===== config.mk =====
export PLATFORM = sky130hd
export DESIGN_NAME = counting_semaphore_wait_queue_flat
export DESIGN_NICKNAME = d
export VERILOG_FILES = /design/src/design/csq_pkg.sv /design/src/design/csq_if.sv /design/src/design/counting_semaphore_wait_queue.sv /design/src/design/csq_ram.sv /design/src/design/csq_core.sv /design/src/flat_wrapper.sv
export VERILOG_INCLUDE_DIRS = /design/src /design/src/design
export SDC_FILE = /design/constraint.sdc
export NUM_CORES = 1
export LEC_CHECK = 0
export CAP_MARGIN = 10
export CORE_MARGIN = 2
export CORE_UTILIZATION = 40
export CTS_BUF_LIST = sky130_fd_sc_hd__clkbuf_4 sky130_fd_sc_hd__clkbuf_8
export DETAILED_ROUTE_END_ITERATION = 12
export DONT_BUFFER_PORTS = 1
export SETUP_SLACK_MARGIN = 0.02
export SLEW_MARGIN = 20
export SYNTH_ARGS = -nofsm -noshare
export SYNTH_HDL_FRONTEND = slang
export SYNTH_SLANG_ARGS = --single-unit

===== constraint.sdc =====
create_clock -name clk_i -period 5.19 [get_ports clk_i]
set_clock_uncertainty 0.2 [all_clocks]
set_input_delay 1.038 -clock clk_i [delete_from_list [all_inputs] [get_ports clk_i]]
set_output_delay 1.038 -clock clk_i [all_outputs]
set_load 0.1 [all_outputs]

===== src/design/counting_semaphore_wait_queue_assert.svh =====
// Assertion macros for the counting semaphore wait queue.
// Used by the top level; no other dependencies.
`ifndef COUNTING_SEMAPHORE_WAIT_QUEUE_ASSERT_SVH
`define COUNTING_SEMAPHORE_WAIT_QUEUE_ASSERT_SVH

// Same-cycle implication, checked out of reset.
`define CSQ_ASSERT_IMP(lbl, clk, rst_n, ante, cons) \
  lbl: assert property (@(posedge clk) disable iff (!rst_n) (ante) |-> (cons)) \
    else $error("csq assertion failed");

// Next-cycle implication, checked out of reset.
`define CSQ_ASSERT_NXT(lbl, clk, rst_n, ante, cons) \
  lbl: assert property (@(posedge clk) disable iff (!rst_n) (ante) |=> (cons)) \
    else $error("csq assertion failed");

`endif


===== src/design/csq_pkg.sv =====
// Package for the counting semaphore wait queue: widths, codes and types.
// No dependencies.
`timescale 1ns / 1ps
`default_nettype none

package csq_pkg;

  localparam int unsigned WAIT_DEPTH_DEF  = 16;
  localparam int unsigned PRIO_LEVELS_DEF = 64;

  localparam int unsigned COUNT_W    = 16;
  localparam int unsigned TASK_W     = 8;
  localparam int unsigned PRIO_W     = 6;
  localparam int unsigned STATUS_W   = 3;
  localparam int unsigned CFG_IDX_W  = 8;
  localparam int unsigned CFG_DATA_W = 16;

  localparam logic [CFG_IDX_W-1:0] REG_START_COUNT = 8'd0;
  localparam logic [CFG_IDX_W-1:0] REG_QUEUE_ORDER = 8'd1;

  typedef enum logic {
    OP_ACQUIRE = 1'b0,
    OP_RELEASE = 1'b1
  } op_e;

  typedef enum logic [STATUS_W-1:0] {
    ST_GRANTED   = 3'd0,
    ST_REFUSED   = 3'd1,
    ST_QUEUED    = 3'd2,
    ST_FULL      = 3'd3,
    ST_RAISED    = 3'd4,
    ST_HANDED    = 3'd5,
    ST_SATURATED = 3'd6
  } status_e;

  typedef enum logic [1:0] {
    S_IDLE,
    S_SCAN,
    S_SHIFT,
    S_FIN
  } state_e;

  typedef struct packed {
    logic [TASK_W-1:0] task_id;
    logic [PRIO_W-1:0] prio;
  } entry_t;

  typedef struct packed {
    logic               load;
    logic [COUNT_W-1:0] start_count;
    logic               queue_order;
  } cfg_t;

  typedef struct packed {
    logic               busy;
    logic [COUNT_W-1:0] count;
  } stat_t;

endpackage

`default_nettype wire


===== src/design/csq_if.sv =====
// Channel interfaces: request, result and configuration write.
// Depends on csq_pkg.
`timescale 1ns / 1ps
`default_nettype none

interface csq_req_if;
  logic                        valid;
  logic                        ready;
  logic                        op;
  logic [csq_pkg::TASK_W-1:0]  task_id;
  logic [csq_pkg::PRIO_W-1:0]  task_priority;
  logic                        may_wait;

  modport source (output valid, op, task_id, task_priority, may_wait, input ready);
  modport sink   (input valid, op, task_id, task_priority, may_wait, output ready);
endinterface

interface csq_rsp_if #(
  parameter int unsigned WAITERS_W = $clog2(csq_pkg::WAIT_DEPTH_DEF + 1)
);
  logic                          valid;
  logic                          ready;
  logic [csq_pkg::STATUS_W-1:0]  status;
  logic                          woken_valid;
  logic [csq_pkg::TASK_W-1:0]    woken_task;
  logic [csq_pkg::COUNT_W-1:0]   available;
  logic [WAITERS_W-1:0]          waiters;

  modport source (output valid, status, woken_valid, woken_task, available, waiters,
                  input ready);
  modport sink   (input valid, status, woken_valid, woken_task, available, waiters,
                  output ready);
endinterface

interface csq_cfg_if;
  logic                            valid;
  logic                            ready;
  logic [csq_pkg::CFG_IDX_W-1:0]   index;
  logic [csq_pkg::CFG_DATA_W-1:0]  data;

  modport source (output valid, index, data, input ready);
  modport sink   (input valid, index, data, output ready);
endinterface

`default_nettype wire


===== src/design/counting_semaphore_wait_queue.sv =====
// Counting semaphore with wait list: top level, register decode and checks.
// Depends on csq_pkg, csq_if, csq_core and counting_semaphore_wait_queue_assert.svh.
//
// Usage:
//   req_i  : request beats (op, task_id, task_priority, may_wait).
//   rsp_o  : one result beat per request (status, woken task, count, waiters).
//   cfg_i  : register writes; index 0 reloads the unit count, index 1 picks
//            FIFO (0) or lowest-priority-number (1) hand-off. Always ready.
//   Acquires and releases with an empty list give their result in the cycle
//   after the request beat. A release that hands off reads the wait list RAM one
//   entry a cycle: it scans for a waiter (only the first entry in FIFO order,
//   else every waiter), then moves the entries behind it down by one to close
//   the gap, then posts the result once the output register is free. The wait
//   list RAM has a single read port.
//   One request is worked on at a time. A request is taken only while the
//   block is idle and its output register is empty or drains in that cycle,
//   so a stalled receiver holds off the input once one result waits.
//   Reset clears the count, the wait list length and the hand-off order.
`timescale 1ns / 1ps
`default_nettype none

module counting_semaphore_wait_queue #(
  parameter int unsigned WAIT_DEPTH      = csq_pkg::WAIT_DEPTH_DEF,
  parameter int unsigned PRIORITY_LEVELS = csq_pkg::PRIO_LEVELS_DEF
) (
  input  wire logic clk_i,
  input  wire logic rst_ni,
  csq_req_if.sink   req_i,
  csq_rsp_if.source rsp_o,
  csq_cfg_if.sink   cfg_i
);

  logic           order_q, order_d;
  logic           cfg_beat;
  logic           rsp_handed;
  csq_pkg::cfg_t  cfg;
  csq_pkg::stat_t stat;

  assign cfg_i.ready = 1'b1;
  assign cfg_beat    = cfg_i.valid;

  always_comb begin
    order_d = order_q;
    if (cfg_beat && (cfg_i.index == csq_pkg::REG_QUEUE_ORDER)) begin
      order_d = cfg_i.data[0];
    end
  end

  always_ff @(posedge clk_i or negedge rst_ni) begin
    if (!rst_ni) begin
      order_q <= 1'b0;
    end else begin
      order_q <= order_d;
    end
  end

  assign cfg = '{
    load:        cfg_beat && (cfg_i.index == csq_pkg::REG_START_COUNT),
    start_count: cfg_i.data[csq_pkg::COUNT_W-1:0],
    queue_order: order_q
  };

  csq_core #(
    .WAIT_DEPTH      (WAIT_DEPTH),
    .PRIORITY_LEVELS (PRIORITY_LEVELS)
  ) u_core (
    .clk_i  (clk_i),
    .rst_ni (rst_ni),
    .req    (req_i),
    .rsp    (rsp_o),
    .cfg_i  (cfg),
    .stat_o (stat)
  );

  assign rsp_handed = rsp_o.valid && (rsp_o.status == csq_pkg::ST_HANDED);

`include "counting_semaphore_wait_queue_assert.svh"

  `CSQ_ASSERT_IMP(a_waiters_bound, clk_i, rst_ni, rsp_o.valid, 32'(rsp_o.waiters) <= WAIT_DEPTH)
  `CSQ_ASSERT_IMP(a_handed_wakes, clk_i, rst_ni, rsp_handed, rsp_o.woken_valid)
  `CSQ_ASSERT_IMP(a_wake_is_handoff, clk_i, rst_ni, rsp_o.valid && rsp_o.woken_valid, rsp_handed)
  `CSQ_ASSERT_IMP(a_busy_blocks, clk_i, rst_ni, stat.busy, !req_i.ready)
  `CSQ_ASSERT_NXT(a_count_reload, clk_i, rst_ni, cfg.load, stat.count == $past(cfg.start_count))

endmodule

`default_nettype wire


===== src/design/csq_ram.sv =====
// Generic simple dual-port RAM, one write and one registered read port.
// No dependencies.
`timescale 1ns / 1ps
`default_nettype none

module csq_ram #(
  parameter int unsigned WIDTH = 8,
  parameter int unsigned DEPTH = 16
) (
  input  wire logic                     clk_i,
  input  wire logic                     we_i,
  input  wire logic [$clog2(DEPTH)-1:0] waddr_i,
  input  wire logic [WIDTH-1:0]         wdata_i,
  input  wire logic                     re_i,
  input  wire logic [$clog2(DEPTH)-1:0] raddr_i,
  output logic      [WIDTH-1:0]         rdata_o
);

  logic [WIDTH-1:0] mem_q [DEPTH];

  always_ff @(posedge clk_i) begin
    if (we_i) begin
      mem_q[waddr_i] <= wdata_i;
    end
    if (re_i) begin
      rdata_o <= mem_q[raddr_i];
    end
  end

endmodule

`default_nettype wire


===== src/design/csq_core.sv =====
// Semaphore sequencer: unit count, waiter count, list scan and compaction.
// Depends on csq_pkg, csq_if and csq_ram.
`timescale 1ns / 1ps
`default_nettype none

module csq_core #(
  parameter int unsigned WAIT_DEPTH      = csq_pkg::WAIT_DEPTH_DEF,
  parameter int unsigned PRIORITY_LEVELS = csq_pkg::PRIO_LEVELS_DEF
) (
  input  wire logic          clk_i,
  input  wire logic          rst_ni,
  csq_req_if.sink            req,
  csq_rsp_if.source          rsp,
  input  wire csq_pkg::cfg_t cfg_i,
  output csq_pkg::stat_t     stat_o
);

  localparam int unsigned AW = $clog2(WAIT_DEPTH);
  localparam int unsigned CW = $clog2(WAIT_DEPTH + 1);
  localparam int unsigned PRIO_MAX = PRIORITY_LEVELS - 1;

  csq_pkg::state_e state_q, state_d;

  logic [csq_pkg::COUNT_W-1:0] count_q, count_d;
  logic [CW-1:0]               total_q, total_d;
  logic [CW-1:0]               scan_n_q, scan_n_d;
  logic [CW-1:0]               iss_q, iss_d;
  logic                        dv_q, dv_d;
  logic [CW-1:0]               di_q, di_d;
  logic [CW-1:0]               best_idx_q, best_idx_d;
  logic [csq_pkg::PRIO_W-1:0]  best_prio_q, best_prio_d;
  logic [csq_pkg::TASK_W-1:0]  best_task_q, best_task_d;
  logic [CW-1:0]               sh_q, sh_d;
  logic                        sv_q, sv_d;
  logic [CW-1:0]               sj_q, sj_d;

  logic                        out_valid_q, out_valid_d;
  csq_pkg::status_e            out_status_q, out_status_d;
  logic                        out_woken_q, out_woken_d;
  logic [csq_pkg::TASK_W-1:0]  out_task_q, out_task_d;
  logic [csq_pkg::COUNT_W-1:0] out_avail_q, out_avail_d;
  logic [CW-1:0]               out_waiters_q, out_waiters_d;

  logic                        req_ready;
  logic                        accept;
  logic                        out_free;
  logic [csq_pkg::PRIO_W-1:0]  prio_c;
  logic                        take;
  logic                        scan_last;
  logic [CW-1:0]               cur_idx;
  logic [csq_pkg::PRIO_W-1:0]  cur_prio;
  logic [csq_pkg::TASK_W-1:0]  cur_task;
  logic [CW-1:0]               shift_waddr;

  logic                        ram_we;
  logic [AW-1:0]               ram_waddr;
  csq_pkg::entry_t             ram_wdata;
  logic                        ram_re;
  logic [AW-1:0]               ram_raddr;
  csq_pkg::entry_t             ram_rdata;

  csq_ram #(
    .WIDTH ($bits(csq_pkg::entry_t)),
    .DEPTH (WAIT_DEPTH)
  ) u_list (
    .clk_i   (clk_i),
    .we_i    (ram_we),
    .waddr_i (ram_waddr),
    .wdata_i (ram_wdata),
    .re_i    (ram_re),
    .raddr_i (ram_raddr),
    .rdata_o (ram_rdata)
  );

  assign out_free  = !out_valid_q || rsp.ready;
  assign req_ready = (state_q == csq_pkg::S_IDLE) && out_free;
  assign accept    = req.valid && req_ready;
  assign req.ready = req_ready;

  assign prio_c = (32'(req.task_priority) >= PRIORITY_LEVELS) ?
                  csq_pkg::PRIO_W'(PRIO_MAX) : req.task_priority;

  // Running minimum; strict compare keeps the oldest on ties.
  assign take      = dv_q && ((di_q == '0) || (ram_rdata.prio < best_prio_q));
  assign cur_idx   = take ? di_q : best_idx_q;
  assign cur_prio  = take ? ram_rdata.prio : best_prio_q;
  assign cur_task  = take ? ram_rdata.task_id : best_task_q;
  assign scan_last = dv_q && (di_q == scan_n_q - CW'(1));

  assign shift_waddr = sj_q - CW'(1);

  // Next state
  always_comb begin
    state_d = state_q;
    unique case (state_q)
      csq_pkg::S_IDLE: begin
        if (accept && (req.op == csq_pkg::OP_RELEASE) && (total_q != '0)) begin
          state_d = csq_pkg::S_SCAN;
        end
      end
      csq_pkg::S_SCAN: begin
        if (scan_last) begin
          state_d = csq_pkg::S_SHIFT;
        end
      end
      csq_pkg::S_SHIFT: begin
        if ((sh_q >= total_q) && !sv_q) begin
          state_d = csq_pkg::S_FIN;
        end
      end
      csq_pkg::S_FIN: begin
        if (out_free) begin
          state_d = csq_pkg::S_IDLE;
        end
      end
      default: state_d = csq_pkg::S_IDLE;
    endcase
  end

  // RAM port control
  always_comb begin
    ram_we    = 1'b0;
    ram_waddr = total_q[AW-1:0];
    ram_wdata = '{task_id: req.task_id, prio: prio_c};
    ram_re    = 1'b0;
    ram_raddr = iss_q[AW-1:0];
    unique case (state_q)
      csq_pkg::S_IDLE: begin
        ram_we = accept && (req.op == csq_pkg::OP_ACQUIRE) && (count_q == '0) &&
                 req.may_wait && (total_q != CW'(WAIT_DEPTH));
      end
      csq_pkg::S_SCAN: begin
        ram_re = (iss_q < scan_n_q);
      end
      csq_pkg::S_SHIFT: begin
        ram_re    = (sh_q < total_q);
        ram_raddr = sh_q[AW-1:0];
        ram_we    = sv_q;
        ram_waddr = shift_waddr[AW-1:0];
        ram_wdata = ram_rdata;
      end
      default: ;
    endcase
  end

  // Datapath
  always_comb begin
    count_d       = count_q;
    total_d       = total_q;
    scan_n_d      = scan_n_q;
    iss_d         = iss_q;
    dv_d          = dv_q;
    di_d          = di_q;
    best_idx_d    = best_idx_q;
    best_prio_d   = best_prio_q;
    best_task_d   = best_task_q;
    sh_d          = sh_q;
    sv_d          = sv_q;
    sj_d          = sj_q;
    out_valid_d   = out_valid_q && !rsp.ready;
    out_status_d  = out_status_q;
    out_woken_d   = out_woken_q;
    out_task_d    = out_task_q;
    out_avail_d   = out_avail_q;
    out_waiters_d = out_waiters_q;

    unique case (state_q)
      csq_pkg::S_IDLE: begin
        if (accept) begin
          out_woken_d = 1'b0;
          out_task_d  = '0;
          if (req.op == csq_pkg::OP_ACQUIRE) begin
            out_valid_d = 1'b1;
            priority if (count_q != '0) begin
              count_d      = count_q - csq_pkg::COUNT_W'(1);
              out_status_d = csq_pkg::ST_GRANTED;
            end else if (!req.may_wait) begin
              out_status_d = csq_pkg::ST_REFUSED;
            end else if (total_q == CW'(WAIT_DEPTH)) begin
              out_status_d = csq_pkg::ST_FULL;
            end else begin
              total_d      = total_q + CW'(1);
              out_status_d = csq_pkg::ST_QUEUED;
            end
          end else if (total_q == '0) begin
            out_valid_d = 1'b1;
            if (count_q == '1) begin
              out_status_d = csq_pkg::ST_SATURATED;
            end else begin
              count_d      = count_q + csq_pkg::COUNT_W'(1);
              out_status_d = csq_pkg::ST_RAISED;
            end
          end else begin
            scan_n_d = cfg_i.queue_order ? total_q : CW'(1);
            iss_d    = '0;
            dv_d     = 1'b0;
          end
          out_avail_d   = count_d;
          out_waiters_d = total_d;
        end
      end
      csq_pkg::S_SCAN: begin
        if (iss_q < scan_n_q) begin
          iss_d = iss_q + CW'(1);
          dv_d  = 1'b1;
          di_d  = iss_q;
        end else begin
          dv_d = 1'b0;
        end
        best_idx_d  = cur_idx;
        best_prio_d = cur_prio;
        best_task_d = cur_task;
        if (scan_last) begin
          sh_d = cur_idx + CW'(1);
          sv_d = 1'b0;
        end
      end
      csq_pkg::S_SHIFT: begin
        if (sh_q < total_q) begin
          sh_d = sh_q + CW'(1);
          sv_d = 1'b1;
          sj_d = sh_q;
        end else begin
          sv_d = 1'b0;
        end
      end
      csq_pkg::S_FIN: begin
        if (out_free) begin
          total_d       = total_q - CW'(1);
          out_valid_d   = 1'b1;
          out_status_d  = csq_pkg::ST_HANDED;
          out_woken_d   = 1'b1;
          out_task_d    = best_task_q;
          out_avail_d   = count_q;
          out_waiters_d = total_d;
        end
      end
      default: ;
    endcase

    if (cfg_i.load) begin
      count_d = cfg_i.start_count;
    end
  end

  always_ff @(posedge clk_i or negedge rst_ni) begin
    if (!rst_ni) begin
      state_q     <= csq_pkg::S_IDLE;
      count_q     <= '0;
      total_q     <= '0;
      dv_q        <= 1'b0;
      sv_q        <= 1'b0;
      out_valid_q <= 1'b0;
    end else begin
      state_q     <= state_d;
      count_q     <= count_d;
      total_q     <= total_d;
      dv_q        <= dv_d;
      sv_q        <= sv_d;
      out_valid_q <= out_valid_d;
    end
  end

  always_ff @(posedge clk_i) begin
    scan_n_q      <= scan_n_d;
    iss_q         <= iss_d;
    di_q          <= di_d;
    best_idx_q    <= best_idx_d;
    best_prio_q   <= best_prio_d;
    best_task_q   <= best_task_d;
    sh_q          <= sh_d;
    sj_q          <= sj_d;
    out_status_q  <= out_status_d;
    out_woken_q   <= out_woken_d;
    out_task_q    <= out_task_d;
    out_avail_q   <= out_avail_d;
    out_waiters_q <= out_waiters_d;
  end

  assign rsp.valid       = out_valid_q;
  assign rsp.status      = out_status_q;
  assign rsp.woken_valid = out_woken_q;
  assign rsp.woken_task  = out_task_q;
  assign rsp.available   = out_avail_q;
  assign rsp.waiters     = out_waiters_q;

  assign stat_o = '{busy: (state_q != csq_pkg::S_IDLE), count: count_q};

endmodule

`default_nettype wire


===== src/flat_wrapper.sv =====
// flat-port wrapper written by rule: the top's interface ports become plain ports
module counting_semaphore_wait_queue_flat 
#(
  parameter int unsigned WAIT_DEPTH      = csq_pkg::WAIT_DEPTH_DEF,
  parameter int unsigned PRIORITY_LEVELS = csq_pkg::PRIO_LEVELS_DEF
)
  (clk_i, rst_ni, req_i_valid, req_i_op, req_i_task_id, req_i_task_priority, req_i_may_wait, req_i_ready, rsp_o_valid, rsp_o_status, rsp_o_woken_valid, rsp_o_woken_task, rsp_o_available, rsp_o_waiters, rsp_o_ready, cfg_i_valid, cfg_i_index, cfg_i_data, cfg_i_ready);
  csq_req_if req_i_i ();
  csq_rsp_if rsp_o_i ();
  csq_cfg_if cfg_i_i ();
  input  wire logic clk_i;
  input  wire logic rst_ni;
  input wire logic [$bits(req_i_i.valid)-1:0] req_i_valid;
  input wire logic [$bits(req_i_i.op)-1:0] req_i_op;
  input wire logic [$bits(req_i_i.task_id)-1:0] req_i_task_id;
  input wire logic [$bits(req_i_i.task_priority)-1:0] req_i_task_priority;
  input wire logic [$bits(req_i_i.may_wait)-1:0] req_i_may_wait;
  output wire logic [$bits(req_i_i.ready)-1:0] req_i_ready;
  output wire logic [$bits(rsp_o_i.valid)-1:0] rsp_o_valid;
  output wire logic [$bits(rsp_o_i.status)-1:0] rsp_o_status;
  output wire logic [$bits(rsp_o_i.woken_valid)-1:0] rsp_o_woken_valid;
  output wire logic [$bits(rsp_o_i.woken_task)-1:0] rsp_o_woken_task;
  output wire logic [$bits(rsp_o_i.available)-1:0] rsp_o_available;
  output wire logic [$bits(rsp_o_i.waiters)-1:0] rsp_o_waiters;
  input wire logic [$bits(rsp_o_i.ready)-1:0] rsp_o_ready;
  input wire logic [$bits(cfg_i_i.valid)-1:0] cfg_i_valid;
  input wire logic [$bits(cfg_i_i.index)-1:0] cfg_i_index;
  input wire logic [$bits(cfg_i_i.data)-1:0] cfg_i_data;
  output wire logic [$bits(cfg_i_i.ready)-1:0] cfg_i_ready;
  assign req_i_i.valid = req_i_valid;
  assign req_i_i.op = req_i_op;
  assign req_i_i.task_id = req_i_task_id;
  assign req_i_i.task_priority = req_i_task_priority;
  assign req_i_i.may_wait = req_i_may_wait;
  assign req_i_ready = req_i_i.ready;
  assign rsp_o_valid = rsp_o_i.valid;
  assign rsp_o_status = rsp_o_i.status;
  assign rsp_o_woken_valid = rsp_o_i.woken_valid;
  assign rsp_o_woken_task = rsp_o_i.woken_task;
  assign rsp_o_available = rsp_o_i.available;
  assign rsp_o_waiters = rsp_o_i.waiters;
  assign rsp_o_i.ready = rsp_o_ready;
  assign cfg_i_i.valid = cfg_i_valid;
  assign cfg_i_i.index = cfg_i_index;
  assign cfg_i_i.data = cfg_i_data;
  assign cfg_i_ready = cfg_i_i.ready;
  counting_semaphore_wait_queue #(.WAIT_DEPTH(WAIT_DEPTH), .PRIORITY_LEVELS(PRIORITY_LEVELS)) u_core (.clk_i(clk_i), .rst_ni(rst_ni), .req_i(req_i_i), .rsp_o(rsp_o_i), .cfg_i(cfg_i_i));
endmodule

==> reports/qor.csv, run 1 <==
stage,metric,value,unit
detailed_routing,wl_met3,2.47,mm
power,powerDensity,656,mW/mm^2
power,p_total,11.1,mW
floorplan,dieArea,0.0394,mm^2
setup_path,critical_path_class,flop to flop,
synthesis,synth_top_area_cell,edfxtp_1,
grt,grt_pass1_wl,54.8,mm
clock_tree,h-tree-depth,2,
synthesis,syn_area,0.0151,mm^2
synthesis,synthesis.nets,1086,
sta,final-hold-violation-count,0,
place,dp_hpwl,23.6,mm
power,p_leak,5.70,nW
flow_run,cap_violations,0,
floorplan,core-area,0.0375,mm^2
sta,layout_min_cycle_time,3840,ps
finish,fin_area,0.0170,mm^2
synthesis,synth-edff-count,314,
sta,fmax,260,MHz
finish,nFillCells,3342,
status,status,"finished, final reports clean",
grt,overflow,0,
setup_path,cp_max_fo,14,
sta,drv_slew,0,
floorplan,dieHeight,199,um
sta,grt_setup_unrepaired,no,
sta,finalCritPeriodShare,74.0,%
floorplan,io_pins,81,
clock_tree,cts_max_path_buffers,3,
floorplan,start_util,40.4,%
clock_tree,root_buffer,clkbuf_8,
detailed_routing,dr.max_layer_used,met4,
finish,area_delta_synth_final,12.1,%
synthesis,synthTopCellsByArea,"edfxtp_1 62%, mux4_2 8.3%, dfrtp_1 4.5%",
floorplan,rows,71,
place,place_congestion,0.793,
detailed_routing,ant_nets,0,
finish,layout_common_cells,"314 x edfxtp_1, 88 x nand2_1, 56 x nor2_1, 56 x mux4_2, 54 x clkbuf_8",
clock_tree,post_cts_resized,0,
sta,setup_viol,0,
power,ir_drop,0.312,mV
synthesis,synth_top_area_share,62.3,%
detailed_routing,wl,35.9,mm
detailed_routing,wl_met2,16.5,mm
synthesis,syn_inst,1012,
hold_path,hp-class,flop to flop,
detailed_routing,met1_length,16.0,mm
clock_tree,cts_buffers,54,
place,portBuffers,0,
finish,nets,1124,
detailed_routing,avgViaCountPerCell,5.49,
clock_tree,clock-sinks,341,
detailed_routing,wire_per_inst,22.4,um
place,dpl_cell_area,0.0159,mm^2
clock_tree,path_clk_slew,60,ps
finish,drive_gt1_share,19.3,%
finish,multiInputGateArea,0.00474,mm^2
setup_path,critPathLaunchType,flop,
synthesis,ys_seq_area_share,66.7,%
synthesis,yosysWarnings,0,
grt,antenna_found_initial,4,
grt,grt_max_degree,31,
detailed_routing,route.detailed.drc,0,
clock_tree,cts_tree,built,
setup_path,arrival,3960,ps
synthesis,ys.flop_type,edfxtp_1,
finish,final_common_cell,edfxtp_1,
setup_path,required,5310,ps
synthesis,synth_cell_type_count,69,
grt,grt_pass1_vias,8843,
finish,register_area,0.0101,mm^2
finish,post-route-util,45.3,%
detailed_routing,vias,8812,
floorplan,die_x,199,um
sta,worstMarginPinSlew,1080,ps
synthesis,async_flop_share,7.92,%
detailed_routing,dr.first_iter.drc_count,747,
clock_tree,worstSkewPairLatency,660,ps
synthesis,syn-mean-instance-area,15.0,um^2
grt,grtUsageTotal,18.7,%
sta,slew_headroom,27.7,%
setup_path,endpoint_kind,flop,
detailed_routing,firstDrtPassIters,5,
sta,finalSetupTns,0,ps
synthesis,synth-seq-cells,341,
## cell type report
class                      count  share of cell area (%)
sequential                   341                    59.5
multi-input combinational    583                    27.9
clock buffer                  71                    5.13
tap                          511                    3.77
timing repair buffer          33                    1.62
clock inverter                27                    1.19
inverter                      37                   0.818
antenna                        3                  0.0442
## worst max-delay path, stage by stage, from the launching register on
cell	delay, ps
dfrtp_1	470
inv_1	140
ha_1	150
nor4b_1	700
nand4_1	330
nor2b_1	520
a32o_1	310
nand2b_1	250
nor2_1	190
buf_4	260
## logic make-up after synthesis
family / Yosys count / synth area share [%]
flops: 341 / 66.7
simple gates: 260 / 8.37
compound gates: 158 / 6.78
mux: 89 / 10.7
buf+inv: 88 / 2.33
xor+xnor: 46 / 2.66
fa+ha+maj: 29 / 2.40
other cells: 1 / 0.0248
## cells in the mapped netlist, types with 16 or more instances
cell type  instances
mux4_2            56
dfrtp_1           27
mux2_2            24
nand2_1           88
o21ai_0           44
nor2_1            58
xnor2_1           29
a31oi_1           23
and2_1            27
ha_1              29
edfxtp_1         314
clkbuf_1          35
a21oi_1           24
inv_1             35
nor3_1            16
xor2_1            17
a211oi_1          20
## worst paths after layout
kind | startpoint | end | slack [ps] | cells past startpoint
worst max-delay path | u_core.u_core.count_q[1]$_DFFE_PN0P_ | u_core.u_core.u_list.mem_q[6][0]$_DFFE_PP_ | 1350 | 9
worst min-delay path | u_core.u_core.u_list.rdata_o[6]$_DFFE_PP_ | u_core.u_core.best_task_q[0]$_DFFE_PP_ | 280 | 0
worst max register to register | u_core.u_core.count_q[1]$_DFFE_PN0P_ | u_core.u_core.u_list.mem_q[6][0]$_DFFE_PP_ | 1350 | 9
worst min register to register | u_core.u_core.u_list.rdata_o[6]$_DFFE_PP_ | u_core.u_core.best_task_q[0]$_DFFE_PP_ | 280 | 0
max in group asynchronous | rst_ni | u_core.u_core.count_q[3]$_DFFE_PN0P_ | 3930 | 2
min in group asynchronous | rst_ni | u_core.u_core.dv_q$_DFFE_PN0P_ | 650 | 2
## per-layer routing
metal / global-route usage [%] / vias up
li1: - / 3984
met1: 25.7 / 4472
met2: 28.9 / 295
met3: 5.04 / 61
met4: 6.19 / 0
met5: 0 / -
## flip-flops by register name, indices dropped and copies added, names as in the netlist, 6 cells and up
signal / cells
u_core.u_core.best_prio_q: 6
u_core.u_core.best_task_q: 8
u_core.u_core.count_q: 16
u_core.u_core.rsp.available: 16
u_core.u_core.rsp.woken_task: 8
u_core.u_core.u_list.mem_q: 224
u_core.u_core.u_list.rdata_o: 14
## what timing repair did
item,in CTS,in global routing
hold endpoints to repair,27,0
hold buffers,2,0
setup buffers,0,0
## power breakdown
group	total (mW)	switching, mW	internal (mW)
Sequential	5.18	1.28	3.90
Clock	2.30	1.09	1.21
Combinational	3.67	2.23	1.44
## per-stage QoR
stage	setup slack [ps]	std cells	hold WS, ps
4_1_cts	1310	1603	272
3_5_place_dp	1350	1503	277
3_3_place_gp	1410	1503	270
5_1_grt	1060	1603	294
6_report	1350	1606	284
2_1_floorplan	1100	1012	220
Power figures use the tool's default switching activity.
==> inputs of run 2 (changes only) <==
==> constraint.sdc (replaced) <==
create_clock -name clk_i -period 3.3 [get_ports clk_i]
set_clock_uncertainty 0.2 [all_clocks]
set_input_delay 0.66 -clock clk_i [delete_from_list [all_inputs] [get_ports clk_i]]
set_output_delay 0.66 -clock clk_i [all_outputs]
set_load 0.1 [all_outputs]
==> run 2 against run 1 <==
Clock power increased by 52%. Highest routed layer unchanged. Wire length decreased by 4.5%. Register-to-register slack got worse by 1100 ps. Sequential power increased by 55%. Sequential share of layout area decreased by 1.7 points. Total power increased by 57%. Critical path depth decreased by 1.
==> reports/qor.csv, run 2 (synthesis gave the netlist of run 1 again) <==
stage,metric,value,unit
finish,layout.cells.non_filler,1664,
clock_tree,cts_tree,built,
sta,setup_viol,0,
floorplan,io_pins,81,
sta,slew_headroom,37.2,%
clock_tree,root_buffer,clkbuf_8,
sta,fmax,327,MHz
sta,hold_slack,53.9,ps
floorplan,die_x,199,um
flow_run,cap_violations,0,
grt,grt_pass1_vias,9138,
grt,grt_max_degree,57,
clock_tree,path_clk_slew,60,ps
clock_tree,postCtsSetupBuffers,0,
place,place_ws,204,ps
clock_tree,h-tree-depth,2,
finish,final_common_cell,edfxtp_1,
status,status,"finished, final reports clean",
finish,diodes,0,
grt,grtUsageTotal,17.9,%
sta,final-hold-violation-count,0,
clock_tree,cts_max_path_buffers,3,
finish,largest_reg_flops,224,
floorplan,core-area,0.0375,mm^2
detailed_routing,wl_met2,16.2,mm
finish,top_register,u_core.u_core.u_list.mem_q,
floorplan,dieHeight,199,um
setup_path,endpoint_kind,flop,
finish,layout_common_cells,"314 x edfxtp_1, 88 x nand2_1, 69 x buf_4",
detailed_routing,vias,8930,
clock_tree,clock-sinks,341,
power,powerDensity,998,mW/mm^2
detailed_routing,firstDrtPassIters,5,
sta,grt_setup_unrepaired,no,
place,portBuffers,0,
sta,finalCritPeriodShare,92.6,%
setup_path,cp_max_fo,17,
floorplan,start_util,40.4,%
place,place_congestion,0.824,
detailed_routing,wire_per_inst,20.6,um
finish,drive_gt1_share,23.1,%
sta,setup_slack,245,ps
detailed_routing,met1_length,15.7,mm
detailed_routing,route.detailed.drc,0,
sta,drv_slew,0,
detailed_routing,wl_met3,1.73,mm
grt,antenna_found_initial,0,
setup_path,arrival,3200,ps
power,p_leak,6.00,nW
grt,grt_pass1_wl,53.5,mm
setup_path,required,3440,ps
detailed_routing,wl,34.3,mm
sta,layout_min_cycle_time,3060,ps
detailed_routing,dr.max_layer_used,met4,
clock_tree,worstSkewPairLatency,620,ps
setup_path,critPathLaunchType,flop,
finish,nFillCells,3327,
grt,overflow,0,
setup_path,critical_path_class,flop to flop,
detailed_routing,ant_nets,0,
place,dp_hpwl,22.4,mm
floorplan,rows,71,
finish,nets,1181,
detailed_routing,avgViaCountPerCell,5.37,
clock_tree,cts_buffers,54,
floorplan,dieArea,0.0394,mm^2
hold_path,hp-class,input pin to flop,
finish,post-route-util,46.6,%
place,dp_cells,1545,
sta,worstMarginPinSlew,945,ps
detailed_routing,dr.first_iter.drc_count,707,
finish,area_delta_synth_final,15.4,%
power,ir_drop,0.507,mV
[run 2: path summary, 6_finish.rpt]
kind	slack (ps)	depth (start not counted)	startpoint	end
worst max register to register	240	8	u_core.u_core.state_q[0]$_DFFE_PN0P_	u_core.u_core.u_list.rdata_o[8]$_DFFE_PP_
worst min-delay path	50	2	cfg_i_data[0]	u_core.u_core.count_q[0]$_DFFE_PN0P_
worst max-delay path	240	8	u_core.u_core.state_q[0]$_DFFE_PN0P_	u_core.u_core.u_list.rdata_o[8]$_DFFE_PP_
max in group asynchronous	2400	2	rst_ni	u_core.u_core.rsp.valid$_DFF_PN0_
worst min register to register	250	0	u_core.u_core.u_list.rdata_o[6]$_DFFE_PP_	u_core.u_core.best_task_q[0]$_DFFE_PP_
min in group asynchronous	320	2	rst_ni	u_core.u_core.count_q[9]$_DFFE_PN0P_
[run 2: what timing repair did]
action                                 CTS  global route
hold buffers                            17             0
setup endpoints to repair                0            28
resized for setup                        0             2
endpoints found under the hold margin   42             0
[run 2: area by class of cell]
cell class,count,area (um^2),share of cell area (%)
tap,511,639,3.66
inverter,37,139,0.795
timing repair buffer,90,778,4.45
sequential,341,10100,57.8
clock buffer,80,945,5.40
multi-input combinational,583,4750,27.2
clock inverter,22,125,0.716
[run 2: stage by stage]
step / TNS [ps] / total power, mW / area (um^2)
after floorplan: -24890 / 12.0 / 15200
after global placement: 0 / 14.0 / 16200
after detailed placement: 0 / 14.0 / 16200
after CTS: 0 / 17.6 / 17500
after global routing: 0 / 18.4 / 17500
final: 0 / 17.5 / 17500
[run 2: critical path, stage by stage (launching register included)]
cell and delay [ps]:
dfrtp_1 400, inv_1 140, ha_2 330, mux2i_4 300
buf_4 380, mux4_2 540, and2_1 170, a211oi_1 270
a31oi_1 70
[run 2: power by group]
group	total (mW)	leakage, nW	internal, mW	switching [mW]
Sequential	8.05	3.18	6.13	1.92
Clock	3.50	0.576	1.85	1.65
Combinational	5.90	2.24	2.50	3.40
[run 2: layer usage]
metal,vias to the layer above,GRT usage [%]
met5,-,0
met4,0,5.28
met3,50,2.95
met2,249,29.2
met1,4522,24.9
li1,4109,-
==> inputs of run 3 (changes only) <==
--- a/config.mk
+++ b/config.mk
@@ -12,8 +12,10 @@
 export CTS_BUF_LIST = sky130_fd_sc_hd__clkbuf_4 sky130_fd_sc_hd__clkbuf_8
 export DETAILED_ROUTE_END_ITERATION = 12
 export DONT_BUFFER_PORTS = 1
+export PLACE_DENSITY = 0.56
 export SETUP_SLACK_MARGIN = 0.02
 export SLEW_MARGIN = 20
 export SYNTH_ARGS = -nofsm -noshare
 export SYNTH_HDL_FRONTEND = slang
+export SYNTH_HIERARCHICAL = 1
 export SYNTH_SLANG_ARGS = --single-unit
==> run 3 against run 2 <==
Die area down 1.1%. Combinational power down 96%. Synthesized cell count down 5.9%. Final cell count down 6.6%. First-iteration DRC count down 9.2%. Setup slack better by 21 ps. Flip-flop and latch count unchanged. Fmax up 0.71%. Area after synthesis down 1.1%. Global-route usage down 0.48 points. Non-clock buffer count down 12. Critical endpoint is now u_core/u_core/u_list/mem_q[0][13]$_DFFE_PP_. Largest power group unchanged.
==> reports/qor.csv, run 3 <==
stage,metric,value,unit
status,status,"finished, final reports clean",
detailed_routing,dr.first_iter.drc_count,642,
power,swShare,20.9,%
power,ir_drop,0.253,mV
synthesis,syn-mean-instance-area,15.7,um^2
synthesis,async_flop_share,7.92,%
synthesis,synthTopCellsByArea,"edfxtp_1 63%, mux4_2 8.4%, dfrtp_1 4.5%",
clock_tree,clock-sinks,341,
detailed_routing,route.detailed.drc,0,
detailed_routing,wire_per_inst,21.5,um
hold_path,hp-class,input pin to flop,
synthesis,ys_seq_area_share,67.5,%
finish,area_delta_synth_final,14.9,%
sta,grt_setup_unrepaired,no,
synthesis,yosysMostFrequentCell,edfxtp_1,
synthesis,synthTopCellsByCount,"314 x edfxtp_1, 63 x nand2_1, 62 x nor2_1, 56 x mux4_2, 35 x xnor2_1",
detailed_routing,wl,33.4,mm
setup_path,r2r_cells,10,
clock_tree,root_buffer,clkbuf_8,
hold_path,min_path_cells,1,
setup_path,critPathLaunchType,flop,
synthesis,synth-edff-count,314,
setup_path,r2r-start,u_core/u_core/count_q[0]$_DFFE_PN0P_,
synthesis,synthesis.nets,1025,
power,combPwrFrac,2.4,%
grt,grtUsageTotal,17.5,%
finish,layout_common_cells,"314 x edfxtp_1, 63 x nand2_1, 58 x nor2_1",
clock_tree,cts_tree,built,
synthesis,syn_area,0.0150,mm^2
finish,top_register,u_core/u_core/u_list/mem_q,
clock_tree,cts_max_path_buffers,3,
finish,largest_reg_flops,224,
grt,grt_pass1_wl,51.4,mm
place,dp_hpwl,22.2,mm
finish,fin_area,0.0172,mm^2
synthesis,synth_top_area_share,63.0,%
sta,hold_slack,63.8,ps
synthesis,synth_top_area_cell,edfxtp_1,
floorplan,start_util,40.8,%
detailed_routing,vias,8334,
power,internal_power,6.81,mW
clock_tree,cts_buffers,55,
sta,layout_min_cycle_time,3030,ps
clock_tree,worstSkewPairLatency,620,ps
detailed_routing,avgViaCountPerCell,5.36,
power,power_frac_seq,54.9,%
power,switchingPower,1.80,mW
floorplan,dieHeight,197,um
setup_path,endpoint_kind,flop,
clock_tree,path_clk_slew,60,ps
detailed_routing,ant_nets,0,
floorplan,io_pins,81,
power,powerDensity,501,mW/mm^2
place,portBuffers,0,
grt,antenna_found_initial,2,
sta,final-hold-violation-count,0,
floorplan,rows,70,
detailed_routing,firstDrtPassIters,5,
clock_tree,h-tree-depth,2,
sta,setup_viol,0,
floorplan,die_x,197,um
synthesis,synth-seq-cells,341,
synthesis,yosysWarnings,6,
finish,nets,1112,
finish,drive_gt1_share,24.5,%
setup_path,required,3410,ps
finish,final_common_cell,edfxtp_1,
setup_path,critical_path_class,flop to flop,
sta,drv_slew,0,
synthesis,synth_cell_type_count,68,
setup_path,r2r-end,u_core/u_core/u_list/mem_q[0][13]$_DFFE_PP_,
sta,worstMarginPinSlew,1000,ps
grt,overflow,0,
floorplan,dieArea,0.0390,mm^2
place,dpl_cell_area,0.0159,mm^2
floorplan,core-area,0.0367,mm^2
power,clkPwrFrac,42.6,%
synthesis,syn_inst,952,
hold_path,worstHoldEndpoint,u_core/u_core/rsp.status[2]$_SDFFCE_PP1P_,
sta,finalCritPeriodShare,91.9,%
power,p_total,8.62,mW
power,p_leak,5.96,nW
hold_path,hp-start,req_i_op,
synthesis,ys.flop_type,edfxtp_1,
grt,grt_max_degree,39,
setup_path,arrival,3140,ps
sta,fmax,330,MHz
flow_run,cap_violations,0,
sta,slew_headroom,33.3,%
grt,grt_pass1_vias,8660,
setup_path,rrSetupSlack,270,ps
setup_path,cp_max_fo,7,
place,place_congestion,0.848,
## run 3: power groups by stage
stage	registers [mW]	logic [mW]	clock network, mW
after global placement	4.82	0.182	0
after global routing	4.73	0.234	3.97
after detailed placement	4.82	0.184	0
after floorplan	4.81	0.138	0
after CTS	4.73	0.214	3.80
final	4.73	0.211	3.67
## run 3: repair_timing
| item | in CTS | in global routing |
|---|---|---|
| gates resized for setup | 0 | 2 |
| setup buffers | 0 | 0 |
| hold endpoints to repair | 44 | 0 |
| endpoints found under the setup margin | 0 | 56 |
| hold buffers | 18 | 0 |
## run 3: per-layer routing
layer / routed length [um] / global-route usage [%]
met3: 1900 / 3.74
met2: 15700 / 28.1
met5: 0 / 0
met1: 15200 / 24.2
met4: 577 / 4.59
## run 3: logic make-up (layout without fill, tap and decap cells)
logic type,after synthesis,after routing,synth area share (%)
muxes,89,89,10.9
xor gates and xnor gates,50,50,2.93
AOI/OAI and AO/OA,125,125,5.62
adders and majority gates,28,28,2.34
DFF,341,341,67.5
and+or+nand+nor,236,236,8.21
other,1,2,0.0251
buffers and inverters,82,215,2.52
## run 3: final cells by class
class                           count  area [um^2]
Sequential cell                   341        10100
Clock buffer                       79          943
Tap cell                          468          586
Fill cell                        3128        19500
Antenna cell                        1         2.50
Multi-Input combinational cell    529         4560
Inverter                           34          128
Timing Repair Buffer               78          703
Clock inverter                     24          180
## run 3: how the worst max path moves through the flow
stage / startpoint / end / slack, ps / cells after the start
2_1_floorplan: u_core/u_core/state_q[0]$_DFFE_PN0P_ / u_core/u_core/u_list/mem_q[4][0]$_DFFE_PP_ / -250 / 9
3_3_place_gp: u_core/u_core/count_q[0]$_DFFE_PN0P_ / u_core/u_core/u_list/mem_q[0][3]$_DFFE_PP_ / 240 / 10
3_5_place_dp: u_core/u_core/count_q[0]$_DFFE_PN0P_ / u_core/u_core/u_list/mem_q[0][1]$_DFFE_PP_ / 180 / 10
4_1_cts: u_core/u_core/count_q[0]$_DFFE_PN0P_ / u_core/u_core/u_list/mem_q[0][13]$_DFFE_PP_ / 150 / 10
5_1_grt: u_core/u_core/u_list/rdata_o[5]$_DFFE_PP_ / u_core/u_core/sh_q[4]$_DFFE_PP_ / 50 / 9
6_report: u_core/u_core/count_q[0]$_DFFE_PN0P_ / u_core/u_core/u_list/mem_q[0][13]$_DFFE_PP_ / 270 / 10
## run 3: through the flow
step	utilization (%)	TNS [ps]	worst slack (ps)	std cells
after floorplan	-	-37230	-253	952
after global placement	43.3	0	245	1432
after detailed placement	43.3	0	182	1432
after CTS	46.8	0	155	1553
after global routing	46.9	0	50.0	1553
final	46.9	0	266	1554
## run 3: critical path, stage by stage, from the launching register on
cell and delay [ps]:
dfrtp_1 410, inv_1 150, ha_1 180, nor2b_1 220, and3_1 200, nand2_1 120, nor3_2 160, a22o_1 270
or3b_4 460, nor3_4 190, buf_4 180
